`src/rtl/btws_pkg.sv`:
```
`timescale 1ns / 1ps
// Shared widths, command codes and divider status type for the block time
// window statistics block. No dependencies.
package btws_pkg;

   localparam int CMD_W      = 1;
   localparam int TIME_W     = 32;
   localparam int DIFF_W     = 7;
   localparam int AMOUNT_W   = 32;
   localparam int COUNT_W    = 32;
   localparam int AVG_W      = 32;
   localparam int TOTAL_W    = 48;
   localparam int FILL_OUT_W = 7;

   localparam int WINDOW_DEF = 100;

   localparam logic [CMD_W-1:0] CMD_RECORD = 1'b0;
   localparam logic [CMD_W-1:0] CMD_CLEAR  = 1'b1;

   typedef struct packed {
      logic busy;
      logic done;
   } div_stat_type;

endpackage

```
`src/rtl/btws_ifs.sv`:
```
`timescale 1ns / 1ps
// Request and response channel interfaces (valid/ready plus payload).
// Depends on btws_pkg.
interface btws_req_if import btws_pkg::*; ();
   logic                valid;
   logic                ready;
   logic [CMD_W-1:0]    cmd;
   logic [TIME_W-1:0]   block_time;
   logic [DIFF_W-1:0]   difficulty;
   logic [AMOUNT_W-1:0] reward;
   logic [AMOUNT_W-1:0] fees;

   modport source (output valid, cmd, block_time, difficulty, reward, fees, input ready);
   modport sink (input valid, cmd, block_time, difficulty, reward, fees, output ready);
endinterface

interface btws_rsp_if import btws_pkg::*; ();
   logic                  valid;
   logic                  ready;
   logic [COUNT_W-1:0]    blocks_mined;
   logic [AVG_W-1:0]      average_time;
   logic [TIME_W-1:0]     fastest_time;
   logic [TIME_W-1:0]     slowest_time;
   logic [DIFF_W-1:0]     last_difficulty;
   logic [TOTAL_W-1:0]    total_reward;
   logic [TOTAL_W-1:0]    total_fees;
   logic [FILL_OUT_W-1:0] window_fill;

   modport source (output valid, blocks_mined, average_time, fastest_time, slowest_time,
                   last_difficulty, total_reward, total_fees, window_fill, input ready);
   modport sink (input valid, blocks_mined, average_time, fastest_time, slowest_time,
                 last_difficulty, total_reward, total_fees, window_fill, output ready);
endinterface

```
`src/rtl/btws_ram.sv`:
```
`timescale 1ns / 1ps
// Generic single-write, single-read RAM with registered read data.
// No dependencies.
module btws_ram #(
   parameter int WIDTH = 32,
   parameter int DEPTH = 100
) (
   input  logic                     clock,
   input  logic                     wr_en,
   input  logic [$clog2(DEPTH)-1:0] wr_addr,
   input  logic [WIDTH-1:0]         wr_data,
   input  logic [$clog2(DEPTH)-1:0] rd_addr,
   output logic [WIDTH-1:0]         rd_data
);

   logic [WIDTH-1:0] mem_ff [DEPTH];
   logic [WIDTH-1:0] rd_data_ff;

   always_ff @(posedge clock) begin
      if (wr_en) begin
         mem_ff[wr_addr] <= wr_data;
      end
      rd_data_ff <= mem_ff[rd_addr];
   end

   assign rd_data = rd_data_ff;

endmodule

```
`src/rtl/btws_div.sv`:
```
`timescale 1ns / 1ps
// Bit-serial restoring divider: window sum / fill count, one quotient bit
// per cycle. Depends on btws_pkg.
module btws_div import btws_pkg::*; #(
   parameter int SUM_W  = 39,
   parameter int FILL_W = 7
) (
   input  logic               clock,
   input  logic               reset,
   input  logic               start,
   input  logic [SUM_W-1:0]   dividend,
   input  logic [FILL_W-1:0]  divisor,
   output logic [AVG_W-1:0]   quotient,
   output div_stat_type       stat
);

   localparam int CNT_W = $clog2(AVG_W);
   localparam logic [CNT_W-1:0] LAST_STEP = CNT_W'(AVG_W - 1);

   logic [FILL_W-1:0] rem_ff, rem_in;
   logic [AVG_W-1:0]  quo_ff, quo_in;
   logic [FILL_W-1:0] dvs_ff, dvs_in;
   logic [CNT_W-1:0]  cnt_ff, cnt_in;
   logic              busy_ff, busy_in;
   logic              done_ff, done_in;
   logic [FILL_W:0]   trial;
   logic [FILL_W:0]   diff;
   logic              fits;

   // Quotient shares the shift register with the low dividend bits; the
   // high dividend bits start as remainder since the quotient fits AVG_W bits.
   always_comb begin
      trial   = {rem_ff, quo_ff[AVG_W-1]};
      fits    = trial >= {1'b0, dvs_ff};
      diff    = trial - {1'b0, dvs_ff};
      rem_in  = rem_ff;
      quo_in  = quo_ff;
      dvs_in  = dvs_ff;
      cnt_in  = cnt_ff;
      busy_in = busy_ff;
      done_in = 1'b0;
      if (start) begin
         rem_in  = FILL_W'(dividend[SUM_W-1:AVG_W]);
         quo_in  = dividend[AVG_W-1:0];
         dvs_in  = divisor;
         cnt_in  = '0;
         busy_in = 1'b1;
      end else if (busy_ff) begin
         rem_in = fits ? diff[FILL_W-1:0] : trial[FILL_W-1:0];
         quo_in = {quo_ff[AVG_W-2:0], fits};
         cnt_in = cnt_ff + 1'b1;
         if (cnt_ff == LAST_STEP) begin
            busy_in = 1'b0;
            done_in = 1'b1;
         end
      end
   end

   always_ff @(posedge clock) begin
      if (reset) begin
         busy_ff <= 1'b0;
         done_ff <= 1'b0;
         cnt_ff  <= '0;
      end else begin
         busy_ff <= busy_in;
         done_ff <= done_in;
         cnt_ff  <= cnt_in;
      end
      rem_ff <= rem_in;
      quo_ff <= quo_in;
      dvs_ff <= dvs_in;
   end

   assign quotient  = quo_ff;
   assign stat.busy = busy_ff;
   assign stat.done = done_ff;

endmodule

```
`src/rtl/block_time_window_stats.sv`:
```
`timescale 1ns / 1ps
// Top level of the block time window statistics block.
// Depends on btws_pkg, btws_ifs, btws_ram and btws_div.
//
//   channel  | dir | handshake     | carries
//   ---------+-----+---------------+---------------------------------------------
//   req_ch   | in  | valid / ready | cmd, block_time, difficulty, reward, fees
//   rsp_ch   | out | valid / ready | snapshot of all statistics after the item
//
// A record item passes through update (ring read data arrives with the accept),
// divider load, the bit-serial divider, quotient capture and output load before
// it reaches the output register; a clear item goes from accept straight to the
// output load step. One item is in work at a time; the next is taken once the
// previous result sits in the output register, even if unread, so no new item
// is accepted before the last one is through.
// A stalled output only holds the final load step. Synchronous reset
// zeroes all statistics; ring contents are never used before written.
module block_time_window_stats import btws_pkg::*; #(
   parameter int WINDOW = WINDOW_DEF
) (
   input logic        clock,
   input logic        reset,
   btws_req_if.sink   req_ch,
   btws_rsp_if.source rsp_ch
);

   localparam int PTR_W  = $clog2(WINDOW);
   localparam int FILL_W = $clog2(WINDOW + 1);
   localparam int SUM_W  = TIME_W + PTR_W;

   localparam logic [PTR_W-1:0]  PTR_LAST  = PTR_W'(WINDOW - 1);
   localparam logic [FILL_W-1:0] FILL_FULL = FILL_W'(WINDOW);

   localparam logic [2:0] S_IDLE  = 3'd0;
   localparam logic [2:0] S_UPD   = 3'd1;
   localparam logic [2:0] S_START = 3'd2;
   localparam logic [2:0] S_DIV   = 3'd3;
   localparam logic [2:0] S_OUT   = 3'd4;

   logic [2:0]          state_ff, state_in;
   // latched item
   logic [TIME_W-1:0]   bt_ff, bt_in;
   logic [DIFF_W-1:0]   diff_ff, diff_in;
   logic [AMOUNT_W-1:0] rew_ff, rew_in;
   logic [AMOUNT_W-1:0] fee_ff, fee_in;
   // statistics
   logic [PTR_W-1:0]    ptr_ff, ptr_in;
   logic [FILL_W-1:0]   fill_ff, fill_in;
   logic [SUM_W-1:0]    wsum_ff, wsum_in;
   logic [COUNT_W-1:0]  count_ff, count_in;
   logic [TIME_W-1:0]   min_ff, min_in;
   logic [TIME_W-1:0]   max_ff, max_in;
   logic [TOTAL_W-1:0]  rsum_ff, rsum_in;
   logic [TOTAL_W-1:0]  fsum_ff, fsum_in;
   logic [DIFF_W-1:0]   hdiff_ff, hdiff_in;
   logic [AVG_W-1:0]    avg_ff, avg_in;
   // output register
   logic                rsp_valid_ff, rsp_valid_in;
   logic [COUNT_W-1:0]  o_count_ff, o_count_in;
   logic [AVG_W-1:0]    o_avg_ff, o_avg_in;
   logic [TIME_W-1:0]   o_min_ff, o_min_in;
   logic [TIME_W-1:0]   o_max_ff, o_max_in;
   logic [DIFF_W-1:0]   o_diff_ff, o_diff_in;
   logic [TOTAL_W-1:0]  o_rsum_ff, o_rsum_in;
   logic [TOTAL_W-1:0]  o_fsum_ff, o_fsum_in;
   logic [FILL_OUT_W-1:0] o_fill_ff, o_fill_in;

   logic                req_acc;
   logic                out_free;
   logic                full;
   logic                ram_we;
   logic [TIME_W-1:0]   ram_rdata;
   logic [SUM_W-1:0]    wsum_less;
   logic [TOTAL_W:0]    rsum_wide;
   logic [TOTAL_W:0]    fsum_wide;
   logic                div_start;
   logic [AVG_W-1:0]    div_quo;
   div_stat_type        div_stat;

   assign req_acc  = req_ch.valid && req_ch.ready;
   assign out_free = !rsp_valid_ff || rsp_ch.ready;
   assign full     = fill_ff == FILL_FULL;

   btws_ram #(
      .WIDTH (TIME_W),
      .DEPTH (WINDOW)
   ) u_ring (
      .clock   (clock),
      .wr_en   (ram_we),
      .wr_addr (ptr_ff),
      .wr_data (bt_ff),
      .rd_addr (ptr_ff),
      .rd_data (ram_rdata)
   );

   btws_div #(
      .SUM_W  (SUM_W),
      .FILL_W (FILL_W)
   ) u_div (
      .clock    (clock),
      .reset    (reset),
      .start    (div_start),
      .dividend (wsum_ff),
      .divisor  (fill_ff),
      .quotient (div_quo),
      .stat     (div_stat)
   );

   always_comb begin
      wsum_less = full ? (wsum_ff - SUM_W'(ram_rdata)) : wsum_ff;
      rsum_wide = {1'b0, rsum_ff} + (TOTAL_W + 1)'(rew_ff);
      fsum_wide = {1'b0, fsum_ff} + (TOTAL_W + 1)'(fee_ff);

      state_in     = state_ff;
      bt_in        = bt_ff;
      diff_in      = diff_ff;
      rew_in       = rew_ff;
      fee_in       = fee_ff;
      ptr_in       = ptr_ff;
      fill_in      = fill_ff;
      wsum_in      = wsum_ff;
      count_in     = count_ff;
      min_in       = min_ff;
      max_in       = max_ff;
      rsum_in      = rsum_ff;
      fsum_in      = fsum_ff;
      hdiff_in     = hdiff_ff;
      avg_in       = avg_ff;
      rsp_valid_in = rsp_valid_ff && !rsp_ch.ready;
      o_count_in   = o_count_ff;
      o_avg_in     = o_avg_ff;
      o_min_in     = o_min_ff;
      o_max_in     = o_max_ff;
      o_diff_in    = o_diff_ff;
      o_rsum_in    = o_rsum_ff;
      o_fsum_in    = o_fsum_ff;
      o_fill_in    = o_fill_ff;
      ram_we       = 1'b0;
      div_start    = 1'b0;

      case (state_ff)
         S_IDLE: begin
            if (req_acc) begin
               bt_in   = req_ch.block_time;
               diff_in = req_ch.difficulty;
               rew_in  = req_ch.reward;
               fee_in  = req_ch.fees;
               if (req_ch.cmd == CMD_CLEAR) begin
                  ptr_in   = '0;
                  fill_in  = '0;
                  wsum_in  = '0;
                  count_in = '0;
                  min_in   = '0;
                  max_in   = '0;
                  rsum_in  = '0;
                  fsum_in  = '0;
                  hdiff_in = '0;
                  avg_in   = '0;
                  state_in = S_OUT;
               end else begin
                  state_in = S_UPD;
               end
            end
         end
         S_UPD: begin
            // ring read data for ptr_ff is valid here
            ram_we = 1'b1;
            if (count_ff != '1) begin
               count_in = count_ff + 1'b1;
            end
            rsum_in  = rsum_wide[TOTAL_W] ? '1 : rsum_wide[TOTAL_W-1:0];
            fsum_in  = fsum_wide[TOTAL_W] ? '1 : fsum_wide[TOTAL_W-1:0];
            hdiff_in = diff_ff;
            // zero means fastest not yet set
            if (min_ff == '0 || bt_ff < min_ff) begin
               min_in = bt_ff;
            end
            if (bt_ff > max_ff) begin
               max_in = bt_ff;
            end
            if (!full) begin
               fill_in = fill_ff + 1'b1;
            end
            wsum_in  = wsum_less + SUM_W'(bt_ff);
            ptr_in   = (ptr_ff == PTR_LAST) ? '0 : ptr_ff + 1'b1;
            state_in = S_START;
         end
         S_START: begin
            div_start = 1'b1;
            state_in  = S_DIV;
         end
         S_DIV: begin
            if (div_stat.done) begin
               avg_in   = div_quo;
               state_in = S_OUT;
            end
         end
         S_OUT: begin
            if (out_free) begin
               rsp_valid_in = 1'b1;
               o_count_in   = count_ff;
               o_avg_in     = avg_ff;
               o_min_in     = min_ff;
               o_max_in     = max_ff;
               o_diff_in    = hdiff_ff;
               o_rsum_in    = rsum_ff;
               o_fsum_in    = fsum_ff;
               o_fill_in    = FILL_OUT_W'(fill_ff);
               state_in     = S_IDLE;
            end
         end
         default: begin
            state_in = S_IDLE;
         end
      endcase
   end

   always_ff @(posedge clock) begin
      if (reset) begin
         state_ff     <= S_IDLE;
         rsp_valid_ff <= 1'b0;
         ptr_ff       <= '0;
         fill_ff      <= '0;
         wsum_ff      <= '0;
         count_ff     <= '0;
         min_ff       <= '0;
         max_ff       <= '0;
         rsum_ff      <= '0;
         fsum_ff      <= '0;
         hdiff_ff     <= '0;
         avg_ff       <= '0;
      end else begin
         state_ff     <= state_in;
         rsp_valid_ff <= rsp_valid_in;
         ptr_ff       <= ptr_in;
         fill_ff      <= fill_in;
         wsum_ff      <= wsum_in;
         count_ff     <= count_in;
         min_ff       <= min_in;
         max_ff       <= max_in;
         rsum_ff      <= rsum_in;
         fsum_ff      <= fsum_in;
         hdiff_ff     <= hdiff_in;
         avg_ff       <= avg_in;
      end
      bt_ff     <= bt_in;
      diff_ff   <= diff_in;
      rew_ff    <= rew_in;
      fee_ff    <= fee_in;
      o_count_ff <= o_count_in;
      o_avg_ff   <= o_avg_in;
      o_min_ff   <= o_min_in;
      o_max_ff   <= o_max_in;
      o_diff_ff  <= o_diff_in;
      o_rsum_ff  <= o_rsum_in;
      o_fsum_ff  <= o_fsum_in;
      o_fill_ff  <= o_fill_in;
   end

   assign req_ch.ready           = state_ff == S_IDLE;
   assign rsp_ch.valid           = rsp_valid_ff;
   assign rsp_ch.blocks_mined    = o_count_ff;
   assign rsp_ch.average_time    = o_avg_ff;
   assign rsp_ch.fastest_time    = o_min_ff;
   assign rsp_ch.slowest_time    = o_max_ff;
   assign rsp_ch.last_difficulty = o_diff_ff;
   assign rsp_ch.total_reward    = o_rsum_ff;
   assign rsp_ch.total_fees      = o_fsum_ff;
   assign rsp_ch.window_fill     = o_fill_ff;

   a_rsp_from_out: assert property (@(posedge clock) disable iff (reset)
      $rose(rsp_valid_ff) |-> $past(state_ff) == S_OUT)
      else $error("response raised outside output load");

   a_fill_bound: assert property (@(posedge clock) disable iff (reset)
      fill_ff <= FILL_FULL && ptr_ff <= PTR_LAST)
      else $error("window fill or ring pointer out of range");

   a_div_nonzero: assert property (@(posedge clock) disable iff (reset)
      div_start |-> fill_ff != '0)
      else $error("divider started with empty window");

   a_div_busy: assert property (@(posedge clock) disable iff (reset)
      div_stat.busy |-> state_ff == S_DIV)
      else $error("divider busy outside divide state");

   a_clear_zero: assert property (@(posedge clock) disable iff (reset)
      req_acc && req_ch.cmd == CMD_CLEAR |=> fill_ff == '0 && wsum_ff == '0 && count_ff == '0)
      else $error("clear item left statistics set");

endmodule

```
`src/flat_wrapper.sv`:
```
// flat-port wrapper written by rule: the top's interface ports become plain ports
module block_time_window_stats_flat import btws_pkg::*;
#(
   parameter int WINDOW = WINDOW_DEF
)
  (clock, reset, req_ch_valid, req_ch_cmd, req_ch_block_time, req_ch_difficulty, req_ch_reward, req_ch_fees, req_ch_ready, rsp_ch_valid, rsp_ch_blocks_mined, rsp_ch_average_time, rsp_ch_fastest_time, rsp_ch_slowest_time, rsp_ch_last_difficulty, rsp_ch_total_reward, rsp_ch_total_fees, rsp_ch_window_fill, rsp_ch_ready);
  btws_req_if req_ch_i ();
  btws_rsp_if rsp_ch_i ();
  input logic clock;
  input logic reset;
  input wire logic [$bits(req_ch_i.valid)-1:0] req_ch_valid;
  input wire logic [$bits(req_ch_i.cmd)-1:0] req_ch_cmd;
  input wire logic [$bits(req_ch_i.block_time)-1:0] req_ch_block_time;
  input wire logic [$bits(req_ch_i.difficulty)-1:0] req_ch_difficulty;
  input wire logic [$bits(req_ch_i.reward)-1:0] req_ch_reward;
  input wire logic [$bits(req_ch_i.fees)-1:0] req_ch_fees;
  output wire logic [$bits(req_ch_i.ready)-1:0] req_ch_ready;
  output wire logic [$bits(rsp_ch_i.valid)-1:0] rsp_ch_valid;
  output wire logic [$bits(rsp_ch_i.blocks_mined)-1:0] rsp_ch_blocks_mined;
  output wire logic [$bits(rsp_ch_i.average_time)-1:0] rsp_ch_average_time;
  output wire logic [$bits(rsp_ch_i.fastest_time)-1:0] rsp_ch_fastest_time;
  output wire logic [$bits(rsp_ch_i.slowest_time)-1:0] rsp_ch_slowest_time;
  output wire logic [$bits(rsp_ch_i.last_difficulty)-1:0] rsp_ch_last_difficulty;
  output wire logic [$bits(rsp_ch_i.total_reward)-1:0] rsp_ch_total_reward;
  output wire logic [$bits(rsp_ch_i.total_fees)-1:0] rsp_ch_total_fees;
  output wire logic [$bits(rsp_ch_i.window_fill)-1:0] rsp_ch_window_fill;
  input wire logic [$bits(rsp_ch_i.ready)-1:0] rsp_ch_ready;
  assign req_ch_i.valid = req_ch_valid;
  assign req_ch_i.cmd = req_ch_cmd;
  assign req_ch_i.block_time = req_ch_block_time;
  assign req_ch_i.difficulty = req_ch_difficulty;
  assign req_ch_i.reward = req_ch_reward;
  assign req_ch_i.fees = req_ch_fees;
  assign req_ch_ready = req_ch_i.ready;
  assign rsp_ch_valid = rsp_ch_i.valid;
  assign rsp_ch_blocks_mined = rsp_ch_i.blocks_mined;
  assign rsp_ch_average_time = rsp_ch_i.average_time;
  assign rsp_ch_fastest_time = rsp_ch_i.fastest_time;
  assign rsp_ch_slowest_time = rsp_ch_i.slowest_time;
  assign rsp_ch_last_difficulty = rsp_ch_i.last_difficulty;
  assign rsp_ch_total_reward = rsp_ch_i.total_reward;
  assign rsp_ch_total_fees = rsp_ch_i.total_fees;
  assign rsp_ch_window_fill = rsp_ch_i.window_fill;
  assign rsp_ch_i.ready = rsp_ch_ready;
  block_time_window_stats #(.WINDOW(WINDOW)) u_core (.clock(clock), .reset(reset), .req_ch(req_ch_i), .rsp_ch(rsp_ch_i));
endmodule
```
`config.mk`:
```
export PLATFORM = sky130hd
export DESIGN_NAME = block_time_window_stats_flat
export DESIGN_NICKNAME = d
export VERILOG_FILES = /design/src/rtl/btws_pkg.sv /design/src/rtl/btws_ifs.sv /design/src/rtl/btws_ram.sv /design/src/rtl/btws_div.sv /design/src/rtl/block_time_window_stats.sv /design/src/flat_wrapper.sv
export SDC_FILE = /design/constraint.sdc
export NUM_CORES = 2
export LEC_CHECK = 0
export BUFFER_PORTS_ARGS = -buffer_cell sky130_fd_sc_hd__buf_4
export CAP_MARGIN = 20
export CORE_ASPECT_RATIO = 2
export CORE_UTILIZATION = 65
export CTS_BUF_LIST = sky130_fd_sc_hd__clkbuf_4 sky130_fd_sc_hd__clkbuf_8
export CTS_CLUSTER_DIAMETER = 150
export DETAILED_ROUTE_END_ITERATION = 8
export GPL_TIMING_DRIVEN = 0
export PLACE_DENSITY = 0.79
export SLEW_MARGIN = 20
export SYNTH_ARGS = -nofsm -noshare
export SYNTH_HDL_FRONTEND = slang
export SYNTH_HIERARCHICAL = 1
export SYNTH_SLANG_ARGS = --single-unit
```
`constraint.sdc`:
```
create_clock -name clock -period 31.6 [get_ports clock]
set_input_delay 6.32 -clock clock [delete_from_list [all_inputs] [get_ports clock]]
set_output_delay 6.32 -clock clock [all_outputs]
set_load 0.05 [all_outputs]
```
==> results of run 1 <==
[layer usage]
layer / track usage / GRT overflow
met5: 0.0996 / 0
met1: 0.593 / 0
met3: 0.383 / 1
met4: 0.706 / 1
met2: 0.880 / 3
[metrics by stage]
stage,setup slack [ns],instance area [um^2],hold slack (ns)
3_5_place_dp,22.10,172000,0.416
2_1_floorplan,14.49,156000,0.409
4_1_cts,23.09,182000,0.426
3_3_place_gp,10.01,162000,0.413
==> impl_metrics.env, run 1 <==
export IMPL_status="aborted with a tool error"
export IMPL_stop_stage="global routing"
export IMPL_error="[ERROR GRT-0116] Global routing finished with congestion. Check the congestion regions in the DRC Viewer."
export IMPL_grt_overflow=5
export IMPL_syn_area_per_cell_um2=18.1
export IMPL_ctsHtreeMaxLevel=6
export IMPL_place_hpwl_mm=488
export IMPL_ios=348
export IMPL_io_buffers=347
export IMPL_synthesis_area_um2=156000
export IMPL_cts_buffers_inserted=530
export IMPL_initial_core_util=0.655
export IMPL_placed_cells=12600
export IMPL_grt_pass1_vias=111000
export IMPL_cts_resized=0
export IMPL_cts_root_buf="clkbuf_8"
export IMPL_gp_congestion=1.14
export IMPL_hold_buffers=0
export IMPL_cts_setup_buffers=0
export IMPL_grt_pass1_wl_mm=1000
export IMPL_ys_warn_count=6
export IMPL_grt_max_degree=56
export IMPL_grt_use_total=0.632
export IMPL_rows=253
export IMPL_dieHeight_um=694
export IMPL_clockBufferDepth=4
export IMPL_die_w_um=348
export IMPL_syn_inst=8594
export IMPL_cts_sinks=3914
export IMPL_syn_nets=8913
==> run 2: changes to the inputs <==
--- a/config.mk
+++ b/config.mk
@@ -7,13 +7,10 @@
 export LEC_CHECK = 0
 export BUFFER_PORTS_ARGS = -buffer_cell sky130_fd_sc_hd__buf_4
 export CAP_MARGIN = 20
-export CORE_ASPECT_RATIO = 2
-export CORE_UTILIZATION = 65
-export CTS_BUF_LIST = sky130_fd_sc_hd__clkbuf_4 sky130_fd_sc_hd__clkbuf_8
-export CTS_CLUSTER_DIAMETER = 150
+export CORE_UTILIZATION = 40
 export DETAILED_ROUTE_END_ITERATION = 8
 export GPL_TIMING_DRIVEN = 0
-export PLACE_DENSITY = 0.79
+export PLACE_DENSITY_LB_ADDON = 0.15
 export SLEW_MARGIN = 20
 export SYNTH_ARGS = -nofsm -noshare
 export SYNTH_HDL_FRONTEND = slang
==> impl_metrics.env, run 2 <==
export IMPL_syn_nets=8913
export IMPL_ios=348
export IMPL_start_kind="flip-flop"
export IMPL_r2r_slack_ns=24.27
export IMPL_largest_reg_flops=3200
export IMPL_worstRegToRegCells=13
export IMPL_clockBufferDepth=4
export IMPL_largest_register="u_core/u_ring/mem_ff"
export IMPL_initial_core_util=0.403
export IMPL_max_freq_mhz=118
export IMPL_skew_ns=0.0639
export IMPL_grt_setup_unrepaired="false"
export IMPL_drt_iter0_drc=12900
export IMPL_p_sw_mw=2.89
export IMPL_leakage_nw=61.1
export IMPL_fin_crit_sh=0.268
export IMPL_cts_resized=0
export IMPL_cts_sinks=3914
export IMPL_final_hold_violation_count=0
export IMPL_intPower_mw=9.02
export IMPL_setup_violations=0
export IMPL_ys_warn_count=6
export IMPL_reg2reg_from="u_core/state_ff[0]$_SDFFE_PP0P_"
export IMPL_vdd_drop_max_v=0.0000506
export IMPL_dieHeight_um=626
export IMPL_tns_ns=0
export IMPL_grt_overflow=0
export IMPL_vias_per_cell=6.07
export IMPL_syn_inst=8594
export IMPL_n_fill_cell=32100
export IMPL_worstPathArrival_ns=2.15
export IMPL_whs_endpoint="u_core/rsp_ch.average_time[3]$_DFFE_PP_"
export IMPL_crit_required_ns=25.28
export IMPL_min_from="u_core/avg_ff[3]$_SDFFE_PP0P_"
export IMPL_grt_pass1_vias=90400
export IMPL_routed_wl_mm=585
export IMPL_final_area_um2=188000
export IMPL_final_common_cell="edfxtp_1"
export IMPL_grt_pass1_wl_mm=780
export IMPL_io_buffers=347
export IMPL_drv_slew=0
export IMPL_dieArea_um2=392000
export IMPL_die_w_um=626
export IMPL_status="complete, no violations"
export IMPL_coreArea_um2=387000
export IMPL_clkTransAtPathRegs_ns=0.06
export IMPL_cts_tree="done"
export IMPL_cellPowerDensity_nw_per_um2=63.3
export IMPL_p_clk_frac=0.413
export IMPL_area_growth_pct=20.8
export IMPL_drive_gt1_frac=0.250
export IMPL_critPathKind="flip-flop to output pin"
export IMPL_tightest_slew_ns=1.30
export IMPL_cts_setup_buffers=0
export IMPL_endpoint_kind="output pin"
export IMPL_place_hpwl_mm=427
export IMPL_placed_cells=14600
export IMPL_drt_pass1_iterations=7
export IMPL_drc=0
export IMPL_placed_cell_area_um2=174000
export IMPL_power_frac_seq=0.492
export IMPL_grt_use_total=0.294
export IMPL_hold_buffers=0
export IMPL_fin_ws_ns=23.13
export IMPL_synthesis_area_um2=156000
export IMPL_gp_congestion=0.947
export IMPL_timing_rr_end="u_core/u_ring/mem_ff[12][15]$_DFFE_PP_"
export IMPL_final_cell_mix="edfxtp_1 (3587), mux4_2 (723), clkbuf_16 (431)"
export IMPL_antenna_found_initial=39
export IMPL_grt_max_degree=50
export IMPL_final_cells=15400
export IMPL_cts_buffers_inserted=418
export IMPL_swShare=0.242
export IMPL_final_net_count=10100
export IMPL_final_util=0.486
export IMPL_num_vias=93300
export IMPL_comb_power_share=0.095
export IMPL_maxCapViolCount=0
export IMPL_min_period_ns=8.47
export IMPL_wl_per_cell_um=38.1
export IMPL_critPathMaxFanout=10
export IMPL_worst_skew_pair_late_latency_ns=1.02
export IMPL_cts_root_buf="clkbuf_16"
export IMPL_whs_path_depth=0
export IMPL_maxSlewHeadroom=0.131
export IMPL_place_ws_ns=22.28
export IMPL_rows=228
export IMPL_ctsHtreeMaxLevel=5
export IMPL_ant_nets=0
export IMPL_syn_area_per_cell_um2=18.1
export IMPL_hold_class="flip-flop to flip-flop"
run 2: final cells by class:
cell class / instances / area, um^2 / area share
plain buffers: 434 / 2260 / 0.0120
inverters: 178 / 668 / 0.00355
clock buffers: 542 / 11400 / 0.0605
diodes: 23 / 57.6 / 0.000306
well taps: 5175 / 6470 / 0.0344
flip-flops and latches: 3914 / 114000 / 0.608
clock inverters: 238 / 2250 / 0.0119
multi-input cells: 4068 / 39500 / 0.210
repair buffers: 795 / 11200 / 0.0597
run 2: metrics by stage:
step	total power, mW	hold slack (ns)
2_1_floorplan	6.55	0.409
3_3_place_gp	7.00	0.418
3_5_place_dp	7.08	0.416
4_1_cts	11.9	0.416
5_1_grt	12.2	0.420
6_report	11.9	0.423
run 2: metal layers:
metal,vias up,global-route usage,wire length (um),share of wire
met5,-,0.00803,619,0.0011
met4,18,0.168,40000,0.068
met3,1242,0.0712,60600,0.10
met1,49200,0.369,214000,0.37
li1,37300,-,-,-
met2,5606,0.466,270000,0.46
run 2: power by group through the flow:
stage | Sequential, mW | Clock (mW) | Combinational [mW]
after floorplan | 6.08 | 0 | 0.471
after global placement | 6.16 | 0 | 0.848
after detailed placement | 5.96 | 0 | 1.12
after CTS | 5.85 | 4.98 | 1.12
after global routing | 5.86 | 5.16 | 1.18
final | 5.85 | 4.92 | 1.13
run 2: how the worst max path moves through the flow:
stage	start	to	slack, ns	depth (start not counted)
4_1_cts	u_core/state_ff[2]$_SDFFE_PP0P_	req_ch_ready	23.08	3
6_report	u_core/state_ff[2]$_SDFFE_PP0P_	req_ch_ready	23.13	3
5_1_grt	u_core/state_ff[2]$_SDFFE_PP0P_	req_ch_ready	23.04	3
3_3_place_gp	rsp_ch_ready	u_core/rsp_ch.slowest_time[10]$_DFFE_PP_	9.65	3
2_1_floorplan	rsp_ch_ready	u_core/rsp_ch.average_time[0]$_DFFE_PP_	14.49	2
3_5_place_dp	reset	u_core/rsum_ff[45]$_SDFFE_PP0P_	22.28	6
run 2: worst max-delay path, cell delays in order (launching register included):
cell      delay [ns]
dfxtp_1         0.31
clkbuf_1        0.20
nor3_1          0.41
buf_4           0.28
(Power assumes the default switching activity.)
